## config.mk

```make
export PLATFORM = sky130hd
export DESIGN_NAME = code_breakpoint_match_unit_flat
export DESIGN_NICKNAME = d
export VERILOG_FILES = /design/src/sv/cbm_pkg.sv /design/src/sv/cbm_if.sv /design/src/sv/code_breakpoint_match_unit.sv /design/src/sv/cbm_table.sv /design/src/sv/cbm_ctrl.sv /design/src/flat_wrapper.sv
export VERILOG_INCLUDE_DIRS = /design/src /design/src/sv
export SDC_FILE = /design/constraint.sdc
export NUM_CORES = 2
export LEC_CHECK = 0
export BUFFER_PORTS_ARGS = -buffer_cell sky130_fd_sc_hd__buf_2
export CORE_AREA = 8 8 317 319
export DETAILED_ROUTE_END_ITERATION = 7
export DIE_AREA = 0 0 325 327
export PLACE_DENSITY_LB_ADDON = 0.08
export SLEW_MARGIN = 25
export SYNTH_ARGS = -nofsm -noshare
export SYNTH_HDL_FRONTEND = slang
export SYNTH_HIERARCHICAL = 1
export SYNTH_SLANG_ARGS = --single-unit
```

## constraint.sdc

```tcl
create_clock -name clk -period 8.3 [get_ports clk]
set_input_delay 0 -clock clk [delete_from_list [all_inputs] [get_ports clk]]
set_output_delay 0 -clock clk [all_outputs]
set_load 0.01 [all_outputs]
```

## src/sv/code_breakpoint_match_unit_defines.svh

```systemverilog
// assertion macros for the code breakpoint match unit
// used by the top level and the breakpoint table; needs nothing else
`ifndef CODE_BREAKPOINT_MATCH_UNIT_DEFINES_SVH
`define CODE_BREAKPOINT_MATCH_UNIT_DEFINES_SVH

`ifndef SYNTHESIS
`define CBM_ASSERT_SAME(label, clk, rst, ante, cons) \
  label: assert property (@(posedge clk) disable iff (rst) (ante) |-> (cons)) \
    else $error("cbm assertion failed");
`define CBM_ASSERT_NEXT(label, clk, rst, ante, cons) \
  label: assert property (@(posedge clk) disable iff (rst) (ante) |=> (cons)) \
    else $error("cbm assertion failed");
`else
`define CBM_ASSERT_SAME(label, clk, rst, ante, cons)
`define CBM_ASSERT_NEXT(label, clk, rst, ante, cons)
`endif

`endif

```

## src/sv/cbm_pkg.sv

```systemverilog
// shared types and constants of the code breakpoint match unit
// no dependencies
package cbm_pkg;

  localparam int unsigned CBM_MAX_BREAKPOINTS = 16;

  typedef enum logic [2:0] {
    REQ_CHECK      = 3'd0,
    REQ_ADD        = 3'd1,
    REQ_REMOVE     = 3'd2,
    REQ_EXISTS     = 3'd3,
    REQ_RESUME     = 3'd4,
    REQ_REMOVE_ALL = 3'd5
  } cbm_req_t;

  // command from the controller to the table
  typedef struct packed {
    logic add;
    logic remove;
    logic clear_all;
  } cbm_tbl_cmd_t;

  // lookup status from the table
  typedef struct packed {
    logic hit;
    logic full;
  } cbm_tbl_stat_t;

  typedef struct packed {
    logic        ok;
    logic        table_full;
    logic        pause_game_cmd;
    logic        unpause_game_cmd;
    logic        pause_thread_cmd;
    logic        run_thread_cmd;
    logic        active_valid;
    logic [31:0] active_script;
    logic [31:0] active_pc;
  } cbm_result_t;

endpackage

```

## src/sv/cbm_if.sv

```systemverilog
// valid/ready channels of the code breakpoint match unit
// request, response and configuration write; no dependencies
interface cbm_req_if;
  logic        valid;
  logic        ready;
  logic [2:0]  req_type;
  logic [31:0] script_id;
  logic [31:0] prog_counter;
  logic        current_thread_present;
  logic        active_thread_alive;

  modport source (output valid, req_type, script_id, prog_counter,
                  current_thread_present, active_thread_alive, input ready);
  modport sink (input valid, req_type, script_id, prog_counter,
                current_thread_present, active_thread_alive, output ready);
endinterface

interface cbm_rsp_if;
  logic        valid;
  logic        ready;
  logic        ok;
  logic        table_full;
  logic        pause_game_cmd;
  logic        unpause_game_cmd;
  logic        pause_thread_cmd;
  logic        run_thread_cmd;
  logic        active_valid;
  logic [31:0] active_script;
  logic [31:0] active_pc;

  modport source (output valid, ok, table_full, pause_game_cmd, unpause_game_cmd,
                  pause_thread_cmd, run_thread_cmd, active_valid, active_script,
                  active_pc, input ready);
  modport sink (input valid, ok, table_full, pause_game_cmd, unpause_game_cmd,
                pause_thread_cmd, run_thread_cmd, active_valid, active_script,
                active_pc, output ready);
endinterface

interface cbm_cfg_if;
  logic valid;
  logic ready;
  logic pause_whole_game;

  modport source (output valid, pause_whole_game, input ready);
  modport sink (input valid, pause_whole_game, output ready);
endinterface

```

## src/sv/code_breakpoint_match_unit.sv

```systemverilog
// code breakpoint match unit, top level: request register, result register
// depends on cbm_pkg, cbm_if, cbm_table, cbm_ctrl and the macro header
//
// Breakpoint comparator for a script interpreter. Takes one request per clock
// while rsp.ready does not hold it off (check executing pc, add, remove, exists,
// resume, remove all) and returns one response per request, in order. A request
// is captured in the request register on transfer and its response in the
// response register; back-pressure on rsp holds the response register and,
// while a request waits in the request register, drops req.ready. In a single
// compare pass every table entry is compared against the (script id, pc) pair in
// parallel, and the active breakpoint and flags are updated at the same edge that
// loads the response. pause_whole_game is written through the cfg channel,
// which is always ready; write it only while no request is in flight.
`include "code_breakpoint_match_unit_defines.svh"

module code_breakpoint_match_unit #(
  parameter int unsigned MAX_BREAKPOINTS = cbm_pkg::CBM_MAX_BREAKPOINTS
) (
  input  logic      clk,
  input  logic      rst,
  cbm_cfg_if.sink   cfg,
  cbm_req_if.sink   req,
  cbm_rsp_if.source rsp
);
  import cbm_pkg::*;

  // configuration register
  logic pause_whole_game;

  // request register
  logic        in_valid;
  logic [2:0]  in_req_type;
  logic [31:0] in_script_id;
  logic [31:0] in_prog_counter;
  logic        in_present;
  logic        in_alive;

  // response register
  logic        rsp_valid;
  cbm_result_t rsp_q;

  logic          advance;
  logic          fire;
  cbm_tbl_cmd_t  tbl_cmd;
  cbm_tbl_stat_t tbl_stat;
  cbm_result_t   result;

  // response slot free or being taken this cycle
  assign advance   = !rsp_valid || rsp.ready;
  assign fire      = in_valid && advance;
  assign req.ready = !in_valid || advance;
  assign cfg.ready = 1'b1;

  always_ff @(posedge clk) begin
    if (rst) begin
      pause_whole_game <= 1'b0;
    end else if (cfg.valid) begin
      pause_whole_game <= cfg.pause_whole_game;
    end
  end

  always_ff @(posedge clk) begin
    if (rst) begin
      in_valid <= 1'b0;
    end else if (req.ready) begin
      in_valid <= req.valid;
    end
  end

  // payload capture on request transfer
  always_ff @(posedge clk) begin
    if (req.valid && req.ready) begin
      in_req_type     <= req.req_type;
      in_script_id    <= req.script_id;
      in_prog_counter <= req.prog_counter;
      in_present      <= req.current_thread_present;
      in_alive        <= req.active_thread_alive;
    end
  end

  cbm_table #(
    .MAX_BREAKPOINTS (MAX_BREAKPOINTS)
  ) u_table (
    .clk          (clk),
    .rst          (rst),
    .script_id    (in_script_id),
    .prog_counter (in_prog_counter),
    .cmd          (tbl_cmd),
    .stat         (tbl_stat)
  );

  cbm_ctrl u_ctrl (
    .clk                    (clk),
    .rst                    (rst),
    .fire                   (fire),
    .pause_whole_game       (pause_whole_game),
    .req_type               (in_req_type),
    .script_id              (in_script_id),
    .prog_counter           (in_prog_counter),
    .current_thread_present (in_present),
    .active_thread_alive    (in_alive),
    .stat                   (tbl_stat),
    .cmd                    (tbl_cmd),
    .result                 (result)
  );

  always_ff @(posedge clk) begin
    if (rst) begin
      rsp_valid <= 1'b0;
    end else if (advance) begin
      rsp_valid <= in_valid;
    end
  end

  always_ff @(posedge clk) begin
    if (fire) begin
      rsp_q <= result;
    end
  end

  assign rsp.valid            = rsp_valid;
  assign rsp.ok               = rsp_q.ok;
  assign rsp.table_full       = rsp_q.table_full;
  assign rsp.pause_game_cmd   = rsp_q.pause_game_cmd;
  assign rsp.unpause_game_cmd = rsp_q.unpause_game_cmd;
  assign rsp.pause_thread_cmd = rsp_q.pause_thread_cmd;
  assign rsp.run_thread_cmd   = rsp_q.run_thread_cmd;
  assign rsp.active_valid     = rsp_q.active_valid;
  assign rsp.active_script    = rsp_q.active_script;
  assign rsp.active_pc        = rsp_q.active_pc;

  // a refused add never reports success
  `CBM_ASSERT_SAME(a_full_not_ok, clk, rst, rsp_valid && rsp_q.table_full, !rsp_q.ok)
  // at most one pause or resume command per response
  `CBM_ASSERT_SAME(a_one_cmd, clk, rst, rsp_valid,
    $onehot0({rsp_q.pause_game_cmd, rsp_q.unpause_game_cmd,
              rsp_q.pause_thread_cmd, rsp_q.run_thread_cmd}))
  // no active breakpoint means zero fields
  `CBM_ASSERT_SAME(a_idle_zero, clk, rst, rsp_valid && !rsp_q.active_valid,
    rsp_q.active_script == '0 && rsp_q.active_pc == '0)

endmodule

```

## src/sv/cbm_table.sv

```systemverilog
// breakpoint table: valid bits, stored pairs and parallel compare
// depends on cbm_pkg and the assertion macro header
`include "code_breakpoint_match_unit_defines.svh"

module cbm_table #(
  parameter int unsigned MAX_BREAKPOINTS = cbm_pkg::CBM_MAX_BREAKPOINTS
) (
  input  logic                   clk,
  input  logic                   rst,
  input  logic [31:0]            script_id,
  input  logic [31:0]            prog_counter,
  input  cbm_pkg::cbm_tbl_cmd_t  cmd,
  output cbm_pkg::cbm_tbl_stat_t stat
);
  import cbm_pkg::*;

  logic [MAX_BREAKPOINTS-1:0] entry_valid;
  logic [31:0]                entry_script [MAX_BREAKPOINTS];
  logic [31:0]                entry_pc     [MAX_BREAKPOINTS];
  logic [MAX_BREAKPOINTS-1:0] match;
  logic [MAX_BREAKPOINTS-1:0] free_slot;

  always_comb begin
    for (int i = 0; i < MAX_BREAKPOINTS; i++) begin
      match[i] = entry_valid[i] && (entry_script[i] == script_id) &&
                 (entry_pc[i] == prog_counter);
    end
  end

  // lowest clear bit of the valid vector
  assign free_slot = ~entry_valid & (entry_valid + MAX_BREAKPOINTS'(1));
  assign stat.hit  = |match;
  assign stat.full = &entry_valid;

  always_ff @(posedge clk) begin
    if (rst) begin
      entry_valid <= '0;
    end else if (cmd.clear_all) begin
      entry_valid <= '0;
    end else if (cmd.remove) begin
      entry_valid <= entry_valid & ~match;
    end else if (cmd.add) begin
      entry_valid <= entry_valid | free_slot;
    end
  end

  always_ff @(posedge clk) begin
    for (int i = 0; i < MAX_BREAKPOINTS; i++) begin
      if (cmd.add && free_slot[i]) begin
        entry_script[i] <= script_id;
        entry_pc[i]     <= prog_counter;
      end
    end
  end

  `CBM_ASSERT_SAME(a_match_unique, clk, rst, 1'b1, $onehot0(match))
  `CBM_ASSERT_NEXT(a_clear_empties, clk, rst, cmd.clear_all, entry_valid == '0)
  // an add only ever lands on a new pair with room left
  `CBM_ASSERT_SAME(a_add_has_room, clk, rst, cmd.add, !stat.full && !stat.hit)

endmodule

```

## src/sv/cbm_ctrl.sv

```systemverilog
// breakpoint controller: active breakpoint, skip-once and pause bookkeeping
// depends on cbm_pkg; drives the table and builds the result
module cbm_ctrl (
  input  logic                   clk,
  input  logic                   rst,
  input  logic                   fire,
  input  logic                   pause_whole_game,
  input  logic [2:0]             req_type,
  input  logic [31:0]            script_id,
  input  logic [31:0]            prog_counter,
  input  logic                   current_thread_present,
  input  logic                   active_thread_alive,
  input  cbm_pkg::cbm_tbl_stat_t stat,
  output cbm_pkg::cbm_tbl_cmd_t  cmd,
  output cbm_pkg::cbm_result_t   result
);
  import cbm_pkg::*;

  logic        hold_valid, hold_valid_next;
  logic [31:0] hold_script, hold_script_next;
  logic [31:0] hold_pc, hold_pc_next;
  logic        skip_next_hit, skip_next_hit_next;
  logic        game_was_paused, game_was_paused_next;
  logic        can_resume;
  cbm_tbl_cmd_t cmd_raw;

  assign can_resume = hold_valid && active_thread_alive;

  always_comb begin
    hold_valid_next      = hold_valid;
    hold_script_next     = hold_script;
    hold_pc_next         = hold_pc;
    skip_next_hit_next   = skip_next_hit;
    game_was_paused_next = game_was_paused;
    cmd_raw              = '0;
    result               = '0;

    case (cbm_req_t'(req_type))
      REQ_CHECK: begin
        if (current_thread_present) begin
          // active thread gone: forget the breakpoint and the skip
          if (hold_valid && !active_thread_alive) begin
            skip_next_hit_next = 1'b0;
            hold_valid_next    = 1'b0;
            hold_script_next   = '0;
            hold_pc_next       = '0;
          end
          if (stat.hit) begin
            if (skip_next_hit_next) begin
              skip_next_hit_next = 1'b0;
            end else begin
              hold_valid_next  = 1'b1;
              hold_script_next = script_id;
              hold_pc_next     = prog_counter;
              result.ok        = 1'b1;
              if (pause_whole_game) begin
                result.pause_game_cmd = 1'b1;
                game_was_paused_next  = 1'b1;
              end else begin
                result.pause_thread_cmd = 1'b1;
              end
            end
          end
        end
      end
      REQ_ADD: begin
        if (!stat.hit) begin
          if (stat.full) begin
            result.table_full = 1'b1;
          end else begin
            cmd_raw.add = 1'b1;
            result.ok   = 1'b1;
          end
        end
      end
      REQ_REMOVE: begin
        if (stat.hit) begin
          cmd_raw.remove = 1'b1;
          result.ok      = 1'b1;
          if (can_resume && hold_script == script_id && hold_pc == prog_counter) begin
            result.unpause_game_cmd = game_was_paused;
            result.run_thread_cmd   = !game_was_paused;
            game_was_paused_next    = 1'b0;
            skip_next_hit_next      = 1'b1;
            hold_valid_next         = 1'b0;
            hold_script_next        = '0;
            hold_pc_next            = '0;
          end
        end
      end
      REQ_EXISTS: begin
        result.ok = stat.hit;
      end
      REQ_RESUME, REQ_REMOVE_ALL: begin
        cmd_raw.clear_all = (cbm_req_t'(req_type) == REQ_REMOVE_ALL);
        if (can_resume) begin
          result.ok               = 1'b1;
          result.unpause_game_cmd = game_was_paused;
          result.run_thread_cmd   = !game_was_paused;
          game_was_paused_next    = 1'b0;
          skip_next_hit_next      = 1'b1;
          hold_valid_next         = 1'b0;
          hold_script_next        = '0;
          hold_pc_next            = '0;
        end
      end
      default: begin
      end
    endcase

    result.active_valid  = hold_valid_next;
    result.active_script = hold_script_next;
    result.active_pc     = hold_pc_next;
  end

  assign cmd = fire ? cmd_raw : '0;

  always_ff @(posedge clk) begin
    if (rst) begin
      hold_valid      <= 1'b0;
      hold_script     <= '0;
      hold_pc         <= '0;
      skip_next_hit   <= 1'b0;
      game_was_paused <= 1'b0;
    end else if (fire) begin
      hold_valid      <= hold_valid_next;
      hold_script     <= hold_script_next;
      hold_pc         <= hold_pc_next;
      skip_next_hit   <= skip_next_hit_next;
      game_was_paused <= game_was_paused_next;
    end
  end

endmodule
```

## src/flat_wrapper.sv

```systemverilog
// flat-port wrapper written by rule: the top's interface ports become plain ports
module code_breakpoint_match_unit_flat import cbm_pkg::*;
#(
  parameter int unsigned MAX_BREAKPOINTS = cbm_pkg::CBM_MAX_BREAKPOINTS
)
  (clk, rst, cfg_valid, cfg_pause_whole_game, cfg_ready, req_valid, req_req_type, req_script_id, req_prog_counter, req_current_thread_present, req_active_thread_alive, req_ready, rsp_valid, rsp_ok, rsp_table_full, rsp_pause_game_cmd, rsp_unpause_game_cmd, rsp_pause_thread_cmd, rsp_run_thread_cmd, rsp_active_valid, rsp_active_script, rsp_active_pc, rsp_ready);
  cbm_cfg_if cfg_i ();
  cbm_req_if req_i ();
  cbm_rsp_if rsp_i ();
  input  logic clk;
  input  logic rst;
  input wire logic [$bits(cfg_i.valid)-1:0] cfg_valid;
  input wire logic [$bits(cfg_i.pause_whole_game)-1:0] cfg_pause_whole_game;
  output wire logic [$bits(cfg_i.ready)-1:0] cfg_ready;
  input wire logic [$bits(req_i.valid)-1:0] req_valid;
  input wire logic [$bits(req_i.req_type)-1:0] req_req_type;
  input wire logic [$bits(req_i.script_id)-1:0] req_script_id;
  input wire logic [$bits(req_i.prog_counter)-1:0] req_prog_counter;
  input wire logic [$bits(req_i.current_thread_present)-1:0] req_current_thread_present;
  input wire logic [$bits(req_i.active_thread_alive)-1:0] req_active_thread_alive;
  output wire logic [$bits(req_i.ready)-1:0] req_ready;
  output wire logic [$bits(rsp_i.valid)-1:0] rsp_valid;
  output wire logic [$bits(rsp_i.ok)-1:0] rsp_ok;
  output wire logic [$bits(rsp_i.table_full)-1:0] rsp_table_full;
  output wire logic [$bits(rsp_i.pause_game_cmd)-1:0] rsp_pause_game_cmd;
  output wire logic [$bits(rsp_i.unpause_game_cmd)-1:0] rsp_unpause_game_cmd;
  output wire logic [$bits(rsp_i.pause_thread_cmd)-1:0] rsp_pause_thread_cmd;
  output wire logic [$bits(rsp_i.run_thread_cmd)-1:0] rsp_run_thread_cmd;
  output wire logic [$bits(rsp_i.active_valid)-1:0] rsp_active_valid;
  output wire logic [$bits(rsp_i.active_script)-1:0] rsp_active_script;
  output wire logic [$bits(rsp_i.active_pc)-1:0] rsp_active_pc;
  input wire logic [$bits(rsp_i.ready)-1:0] rsp_ready;
  assign cfg_i.valid = cfg_valid;
  assign cfg_i.pause_whole_game = cfg_pause_whole_game;
  assign cfg_ready = cfg_i.ready;
  assign req_i.valid = req_valid;
  assign req_i.req_type = req_req_type;
  assign req_i.script_id = req_script_id;
  assign req_i.prog_counter = req_prog_counter;
  assign req_i.current_thread_present = req_current_thread_present;
  assign req_i.active_thread_alive = req_active_thread_alive;
  assign req_ready = req_i.ready;
  assign rsp_valid = rsp_i.valid;
  assign rsp_ok = rsp_i.ok;
  assign rsp_table_full = rsp_i.table_full;
  assign rsp_pause_game_cmd = rsp_i.pause_game_cmd;
  assign rsp_unpause_game_cmd = rsp_i.unpause_game_cmd;
  assign rsp_pause_thread_cmd = rsp_i.pause_thread_cmd;
  assign rsp_run_thread_cmd = rsp_i.run_thread_cmd;
  assign rsp_active_valid = rsp_i.active_valid;
  assign rsp_active_script = rsp_i.active_script;
  assign rsp_active_pc = rsp_i.active_pc;
  assign rsp_i.ready = rsp_ready;
  code_breakpoint_match_unit #(.MAX_BREAKPOINTS(MAX_BREAKPOINTS)) u_core (.clk(clk), .rst(rst), .cfg(cfg_i), .req(req_i), .rsp(rsp_i));
endmodule
```

==> metrics.md <==
| Metric | Value |
|---|---|
| Width of the die | `325 µm` |
| Worst Clk Skew | `0.0251 ns` |
| Slew Limit Fails | `0` |
| Worst R2R End | `u_core/u_table/entry_script[1][130]$_DFFE_PP_` |
| Chip Height | `327 µm` |
| Routed wire length | `176000 µm` |
| TNS Setup | `0 ns` |
| Slew headroom | `0.214` |
| Setup CP Type | `flop to flop` |
| Total CTS buffers | `133` |
| Maxcap violations | `0` |
| # Post-CTS Setup Buffers | `0` |
| Cell mode on critical path | `nand4_1` |
| PwrDens | `223 mW/mm²` |
| EDFF count, synth | `1164` |
| Worst-path clk slew | `0.06 ns` |
| CTS root buffer | `clkbuf_16` |
| Worst-Margin Slew | `1.17 ns` |
| Post-synthesis sequential area ratio | `0.692` |
| Design area | `0.0615 mm²` |
| Worst VDD drop | `0.217 mV` |
| CP Launch Point | `u_core/in_script_id[12]$_DFFE_PP_` |
| Yosys Warn Count | `6` |
| Pleak | `20.0 nW` |
| Initial DRC count | `5229` |
| Synth area leaders | `edfxtp_1, xnor2_1, xor2_1, dfxtp_1, nand4_1` |
| CP Cell Sequence | `buf_4 -> inv_1 -> o2bb2ai_1 -> nor4_1 -> nand4_1 -> nor4_1 -> nor4_1 -> nand4_1 -> buf_4 -> nor4_2 -> nand4_1 -> nor2_1 -> nand4_1 -> nor3_2 -> buf_4` |
| Clk_lat worst skew | `0.74 ns` |
| Total Routing Usage GR | `0.322` |
| Reg-to-reg slack, setup | `1.36 ns` |
| Hold path start | `req_script_id[16]` |
| Largest net degree at the start of global routing | `100` |
| CTS tree | `yes` |
| Final net count | `4007` |
| GP Congestion | `0.988` |
| Fin crit share | `0.837` |
| Fmax | `144 MHz` |
| Top_reg_cell synth | `edfxtp_1` |
| Worst setup SP type | `flop` |
| Synth top area share | `0.660` |
| Critical-path top delay cell | `edfxtp_1` |
| Commonest non-fill, non-tap cell in the layout | `edfxtp_1` |
| PortBufs | `147` |
| Syn Nets | `3616` |
| Syn-to-layout area delta | `16.2%` |
| Ports | `149` |
| Total die area | `0.106 mm²` |
| Layout cells sized above 1 | `0.137` |
| WL/cell | `33.0 µm` |
| Outcome | `completed` |
| Placed Area | `0.0559 mm²` |
| R2R Path Start | `u_core/in_script_id[12]$_DFFE_PP_` |
| Mapped cell area | `0.0530 mm²` |
| Ys async rst share | `0` |
| Worst Reg-to-Reg Cells | `15` |
| Crit path max fanout | `64` |
| Crit end category | `flop` |
| CP endpoint | `u_core/u_table/entry_script[1][130]$_DFFE_PP_` |
| Setup-failing EPs final | `0` |
| Initial antenna violation count | `11` |
| Area leader, netlist | `edfxtp_1` |
| DRC viols | `0` |
| Via Count | `34.4k` |
| Gate count after technology mapping | `3541` |
| # rows | `114` |
| Initial Util | `0.553` |
| Clk buf depth | `3` |
| First-pass GRT wire length | `247000 µm` |
| CTS Sinks | `1250` |
| Synth Area per Inst | `15.0 µm²` |
| DR vias/cell | `6.47` |
| Antenna Nets Post-Route | `0` |
| Critical Path RT | `8.66 ns` |
| Yosys cell types | `66` |
| Period minus WS final | `6.94 ns` |
| Worst min path class | `input port to flop` |
| PostCTS Resize Cnt | `0` |
| Initial DRT Pass Iterations | `8` |
| Core ar. | `0.0957 mm²` |
| Slowest stage delay, CP | `0.94 ns` |
| Fin. Hold Viols | `0` |
| DPL Wire Length | `107000 µm` |
| GRT overflow | `0` |
| Vias in the first global route | `33.7k` |
| Commonest non-fill, non-tap cells in the layout | `edfxtp_1, xnor2_1, xor2_1` |
| H-tree depth | `4` |
| Finished Core Util | `0.643` |
| WHS | `0.0191 ns` |
| Worst EP arrival | `7.30 ns` |
| Synthesis-stage register bit count | `1250` |
| RSZ-0062 raised after global routing | `false` |
==> per-layer routing <==
layer  part of all wire  track usage  wire (µm)  vias to the layer above
met1               0.39        0.439      68300                    17472
met3               0.10       0.0628      18100                      411
li1                   -            -          -                    14202
met2               0.46        0.502      80300                     2291
met4              0.050        0.148       8760                        2
met5           0.000074            0         13                        -
==> stage by stage <==
step	cells	power [W]	setup WS, ns
finish	5317	0.0137	1.36
global route	5314	0.0140	1.32
CTS	5314	0.0137	1.24
detailed placement	4937	0.00796	1.29
global placement	4930	0.00795	1.49
floorplan	3541	0.00752	0.0245
==> sequential cells by signal, summed over array words and instances (netlist names), 3 cells and up <==
name	count
u_core/rsp.active_script	32
u_core/u_table/entry_valid	16
u_core/u_table/entry_script	512
u_core/rsp.active_pc	32
u_core/u_ctrl/hold_script	32
u_core/in_req_type	3
u_core/in_prog_counter	32
u_core/in_script_id	32
u_core/u_ctrl/hold_pc	32
u_core/u_table/entry_pc	512
==> worst max-delay path, delay by kind of cell (launching register included) <==
family,cells,cell delay (ns)
AOI/OAI and AO/OA,1,0.31
and+or+nand+nor,10,3.13
DFF,1,0.94
buffers and inverters,4,1.99
==> final cells by class <==
class / instances / area, µm²
tap: 1276 / 1600
timing repair buffer: 456 / 3660
clock buffer: 176 / 3680
multi-input combinational: 1921 / 14700
antenna: 3 / 7.51
clock inverter: 65 / 544
fill: 6843 / 34200
sequential: 1250 / 36700
inverter: 170 / 638
==> kinds of logic (layout without fill, tap and decap cells) <==
family	Yosys count	count (layout)	synth area share
AO/OA/AOI/OAI	461	461	0.0672
flip-flops	1250	1250	0.692
XOR/XNOR	861	861	0.142
other	1	4	0.0000708
multiplexers	2	2	0.000378
buffers and inverters	370	867	0.0322
AND/OR/NAND/NOR	596	596	0.0654
==> cell usage after synthesis, types with 32 or more instances <==
cell type  instances
a21oi_1           84
a32o_1            57
buf_2            101
clkbuf_1          63
dfxtp_1           86
edfxtp_1        1164
inv_1            165
nand2b_1          52
nand3_1           32
nand4_1          154
nor2_1            42
nor3_1            95
nor4_1           148
o22ai_1           71
o41ai_1           65
xnor2_1          492
xor2_1           369
==> power breakdown <==
part	total, W	switching, W	internal [W]
Combinational	0.000905	0.000617	0.000289
Sequential	0.00699	0.0000645	0.00693
Clock	0.00580	0.00246	0.00334
==> what timing repair did <==
item | in CTS | in global routing
hold buffers | 136 | 0
hold endpoints to repair | 113 | 0
endpoints found under the setup margin | 0 | 0
==> how the worst min path moves through the flow <==
stage	end	slack [ns]	cells after the start
floorplan	u_core/in_valid$_SDFFE_PP0P_	0.06	1
global placement	u_core/in_script_id[28]$_DFFE_PP_	0.18	1
detailed placement	u_core/in_prog_counter[20]$_DFFE_PP_	0.18	1
CTS	u_core/in_prog_counter[8]$_DFFE_PP_	0.006	2
global route	u_core/in_script_id[7]$_DFFE_PP_	0.0005	2
finish	u_core/in_script_id[16]$_DFFE_PP_	0.02	2
Power figures use the tool's default switching activity.
